### src/rtl/hpt_pkg.sv
// Handle pointer table: shared constants, codes and controller/datapath structs.
// No dependencies; compiled first.
package hpt_pkg;

    localparam int OPC_BITS  = 3;
    localparam int HDL_BITS  = 32;
    localparam int PTR_BITS  = 64;
    localparam int STAT_BITS = 3;
    localparam int CFG_BITS  = 11;

    localparam int DEF_TABLE_DEPTH  = 1024;
    localparam int DEF_POINTER_BITS = 64;

    localparam logic [CFG_BITS-1:0] CFG_RESET   = 11'd1024;
    localparam logic [HDL_BITS-1:0] NULL_HANDLE = '1;

    localparam logic [OPC_BITS-1:0] OP_REGISTER = 3'd0;
    localparam logic [OPC_BITS-1:0] OP_FIND     = 3'd1;
    localparam logic [OPC_BITS-1:0] OP_GET      = 3'd2;
    localparam logic [OPC_BITS-1:0] OP_SET      = 3'd3;
    localparam logic [OPC_BITS-1:0] OP_CLEAR    = 3'd4;

    localparam logic [STAT_BITS-1:0] ST_OK       = 3'd0;
    localparam logic [STAT_BITS-1:0] ST_NOSPACE  = 3'd1;
    localparam logic [STAT_BITS-1:0] ST_FAULTY   = 3'd2;
    localparam logic [STAT_BITS-1:0] ST_NOTFOUND = 3'd3;
    localparam logic [STAT_BITS-1:0] ST_INUSE    = 3'd4;

    typedef struct packed {
        logic wipe;
        logic start;
        logic scan;
        logic rd_hdl;
        logic finish;
    } t_dp_cmd;

    typedef struct packed {
        logic wipe_last;
        logic to_scan;
        logic to_read;
        logic scan_done;
    } t_dp_stat;

endpackage

### src/rtl/hpt_ctrl.sv
// Handle pointer table controller: sequences wipe, decode, scan, read and result.
// Depends on hpt_pkg; drives hpt_datapath through t_dp_cmd.
module hpt_ctrl import hpt_pkg::*; (
    input  logic     i_clk,
    input  logic     i_rst_n,
    input  logic     i_in_valid,
    output logic     o_in_ready,
    output logic     o_out_valid,
    input  logic     i_out_ready,
    output t_dp_cmd  o_cmd,
    input  t_dp_stat i_stat
);

    typedef enum logic [2:0] {
        S_WIPE,
        S_IDLE,
        S_DECODE,
        S_SCAN,
        S_READ,
        S_FINISH
    } t_state;

    t_state r_state, n_state;
    logic   r_out_valid, n_out_valid;

    always_comb begin
        o_cmd       = '0;
        n_state     = r_state;
        n_out_valid = r_out_valid && !i_out_ready;
        unique case (r_state)
            S_WIPE: begin
                o_cmd.wipe = 1'b1;
                if (i_stat.wipe_last) begin
                    n_state = S_IDLE;
                end
            end
            S_IDLE: begin
                if (i_in_valid) begin
                    o_cmd.start = 1'b1;
                    n_state     = S_DECODE;
                end
            end
            S_DECODE: begin
                priority if (i_stat.to_scan) begin
                    n_state = S_SCAN;
                end else if (i_stat.to_read) begin
                    n_state = S_READ;
                end else begin
                    n_state = S_FINISH;
                end
            end
            S_SCAN: begin
                o_cmd.scan = 1'b1;
                if (i_stat.scan_done) begin
                    n_state = S_FINISH;
                end
            end
            S_READ: begin
                o_cmd.rd_hdl = 1'b1;
                n_state      = S_FINISH;
            end
            S_FINISH: begin
                // result register must be free or draining this cycle
                if (!r_out_valid || i_out_ready) begin
                    o_cmd.finish = 1'b1;
                    n_out_valid  = 1'b1;
                    n_state      = S_IDLE;
                end
            end
            default: begin
                n_state = S_WIPE;
            end
        endcase
    end

    always_ff @(posedge i_clk) begin
        if (!i_rst_n) begin
            r_state     <= S_WIPE;
            r_out_valid <= 1'b0;
        end else begin
            r_state     <= n_state;
            r_out_valid <= n_out_valid;
        end
    end

    assign o_in_ready  = (r_state == S_IDLE);
    assign o_out_valid = r_out_valid;

endmodule

### config.mk
export PLATFORM = sky130hd
export DESIGN_NAME = hpt_ctrl
export DESIGN_NICKNAME = d
export VERILOG_FILES = /design/src/rtl/hpt_pkg.sv /design/src/rtl/hpt_ctrl.sv
export SDC_FILE = /design/constraint.sdc
export NUM_CORES = 1
export LEC_CHECK = 0
export BUFFER_PORTS_ARGS = -buffer_cell sky130_fd_sc_hd__buf_4
export CORE_AREA = 2 2 39 41
export CTS_BUF_LIST = sky130_fd_sc_hd__clkbuf_8
export CTS_CLUSTER_DIAMETER = 100
export CTS_CLUSTER_SIZE = 28
export DETAILED_ROUTE_END_ITERATION = 8
export DIE_AREA = 0 0 41 43
export HOLD_SLACK_MARGIN = 0.1
export PLACE_DENSITY = 0.51
export SLEW_MARGIN = 20
export SYNTH_ARGS = -nofsm -noshare
export SYNTH_HDL_FRONTEND = slang
export SYNTH_SLANG_ARGS = --single-unit
export TNS_END_PERCENT = 30
### constraint.sdc
create_clock -name i_clk -period 1.75 [get_ports i_clk]
set_input_delay 0.2625 -clock i_clk [delete_from_list [all_inputs] [get_ports i_clk]]
set_output_delay 0.2625 -clock i_clk [all_outputs]
set_load 0.01 [all_outputs]
# Yosys cells after proc, flatten, opt, wreduce, memory -nomap -nowiden
# Index checks and enable logic that the tools add are counted.
# totals
word_cells,33
output_inout_bits,7
reg_bits,4
# op_classes
n_mux,16
eq_ne,9
reduce_logical,6
# ops
op,count
3-bit case mux with 6 select lines,1
3-bit 2-to-1 mux,5
1-bit 2-to-1 mux,10
"2-bit inequality test, second input constant",4
"3-bit by 2-bit equality test with 1-bit output, second input constant",2
"3-bit equality test, second input constant",2
4-bit AND reduction,1
"3-bit by 1-bit equality test with 1-bit output, second input constant",1
3-bit logical NOT,1
1-bit logical NOT,2
1-bit logical AND,1
1-bit logical OR,1

# Logic depth before layout (Yosys ltp)
# depth
ltp_word,4
ltp_mapped,4

# Worst setup path before layout
# No wires, ideal clock.
# synth_path
path_kind,register to output
start,reg r_state[1]
end,out o_cmd[3] in the netlist's numbering
path_stages_with_launch,4
setup_slack_ps,622
required_time_ps,1487
arrival_ps,865
path_buffers,1
path_cell_list,dfxtp_1 > buf_4 > nor3b_4 > and2_4
# synth_rtl
element,line_no,source
from (decl),hpt_ctrl.sv:23,"t_state r_state, n_state;"
from (signal assigned),hpt_ctrl.sv:81,r_state <= n_state;
to (decl),hpt_ctrl.sv:10,"output t_dp_cmd o_cmd,"

==> impl_metrics.toml <==
[clock_tree]
cts_setup_buffers = 0
clk_pin_slew_ps = 30
cts_sinks = 4
cts-root-buf = "clkbuf_8"
numCtsBuffers = 3
hold_buffers = 0
clockBufferDepth = 2
cts_tree = "built"
ctsResizeCount = 0
clk_latency_ps = 220
cts_max_level = 1

[yosys]
synth-seq-cells = 4
mappedNetlistArea_um2 = 268
seq_area_frac_synth_pct = 29.9
postSynthAreaPerCell_um2 = 8.64
synthCells = 31
synth-edff-count = 0
yosysTopAreaCellShare_pct = 29.9
ys_top_cells_by_count = "dfxtp_1, nand2_1, nand2b_1"
yosys.cell_types.count = 21
yosysMostFrequentCell = "dfxtp_1"
synth_nets = 39
ys_top_cells_by_area = "dfxtp_1, nand2b_1, nor3b_4"
synthFlopType = "dfxtp_1"
yosysWarnings = 0
yosys.area.top_type = "dfxtp_1"
synth-async-reset-ratio_pct = 0

[routing]
vias = 269
viasPerCell = 4.41
drt-total-wl_um = 604
drc = 0
ant_nets = 0
drtIter0Drc = 3
drt-wirelength-per-cell_um = 9.90
drt_first_pass_iters = 2

[layout]
insertedDiodeCount = 0
fin_nets = 55
fillers = 151
multi_input_area_um2 = 164
drive_gt1_share_pct = 44.4
area_growth_pct = 53.3
regArea_um2 = 80.1

[floorplanning]
core-area_um2 = 1380
start_util_pct = 19.3
die_h_um = 43
die_w_um = 41
io_pins = 15
die-area_um2 = 1760
fp-row-count = 14

[run]
maxCapViolations = 0

[worst_hold_path]
hold_start = "i_rst_n"
hold_class = "primary input to flip-flop"
whs_path_depth = 2
worstHoldEndpoint = "r_state[2]"

[timing]
clock_skew_ps = 0.447
drv_slew = 0
slew_headroom_pct = 74.8
rsz0062_at_grt = "no"
fmax_mhz = 674
tightestPinTransition_ps = 377
timing.setup.tns_ps = 0
finalSetupViolCount = 0
hold_ws_ps = 281
hold_viol_final = 0
setup_ws_ps = 266
fin_crit_ps = 1480
min_period_over_period_pct = 84.8

[worst_setup_path]
regToRegStartpoint = "r_state[0]"
r2r_slack_ps = 680
cp.arrival_ps = 1220
crit_type = "flip-flop to output pin"
cp.required_ps = 1490
critPathLaunchType = "flip-flop"
crit_fanout = 10
r2r_end = "r_state[0]"
endpoint_kind = "output pin"
reg2reg_depth = 3

[global_route]
grt_overflow = 0
grt_usage_pct = 8.63
grt_first_pass_wirelength_um = 938
grt_pass1_vias = 243
grt_max_degree = 12
grt_antenna_before_repair = 0

[power_and_ir_drop]
p_leak_nw = 0.182
cellPowerDensity_nw_per_um2 = 908
ir_drop_mv = 0.568

[placement]
port_buffers = 14
hpwl_um = 455
globalplace.congestion = 0.777
place_ws_ps = 483

[outcome]
status = "finished, final reports clean"
[state kept, by name, indices dropped and copies added (netlist names)]
register,cells
r_state,3
o_out_valid,1
[cells by family (layout without fill, tap and decap cells)]
family          after synthesis  in the layout  synth area share, %
simple gates                 16             16                 39.7
flops                         4              4                 29.9
buf+inv                       3             17                 8.88
compound gates                8              8                 21.5
[power breakdown]
group          total, mW  internal [mW]  switching [mW]
registers          0.111         0.0972          0.0135
clock network      0.195          0.147          0.0487
logic             0.0664         0.0423          0.0241
[final cells by class]
type,count,area share [%]
clock buffers,3,10.1
multi-input cells,24,39.9
flip-flops and latches,4,19.5
well taps,16,4.88
repair buffers,14,25.6
[worst max-delay path by stage]
stage,startpoint,to,cells past startpoint
2_1_floorplan,r_state[1],o_cmd[3],3
3_3_place_gp,r_state[0],o_cmd[3],3
3_5_place_dp,r_state[0],o_cmd[3],3
5_1_grt,r_state[0],o_cmd[0],3
4_1_cts,r_state[0],o_cmd[3],3
6_report,r_state[0],o_cmd[3],3
[worst max-delay path, cell delays in order, from the launching register on]
cell,delay [ps]
dfxtp_1,480
nor3b_4,250
and2_4,170
buf_4,110
[cell usage in the layout (no fill, tap or decap)]
master,instances
a211oi_1,1
a21boi_0,1
a21o_1,1
a21oi_1,2
a32oi_1,1
and2_4,1
and3_1,1
buf_4,14
clkbuf_8,3
dfxtp_1,4
nand2_1,3
nand2b_1,3
nor2_1,2
nor2b_2,1
nor3_1,1
nor3b_1,2
nor3b_4,1
o21a_1,1
o41ai_1,1
or2_1,1
[stage by stage]
step | util, % | power, mW | area, µm² | cells
global placement | 26.7 | 0.180 | 369 | 58
floorplan | - | 0.153 | 268 | 31
global route | 29.7 | 0.393 | 410 | 61
CTS | 29.7 | 0.379 | 410 | 61
detailed placement | 26.7 | 0.179 | 369 | 58
finish | 29.7 | 0.372 | 410 | 61
[per-layer routing]
metal | track usage (%) | part of all wire (%) | vias up
met5 | 0 | 0 | -
met4 | 6.00 | 3.3 | 0
met3 | 7.85 | 11 | 4
met2 | 10.3 | 42 | 12
met1 | 9.32 | 43 | 117
li1 | - | - | 136
No activity file was read; power rests on OpenSTA's default activity.
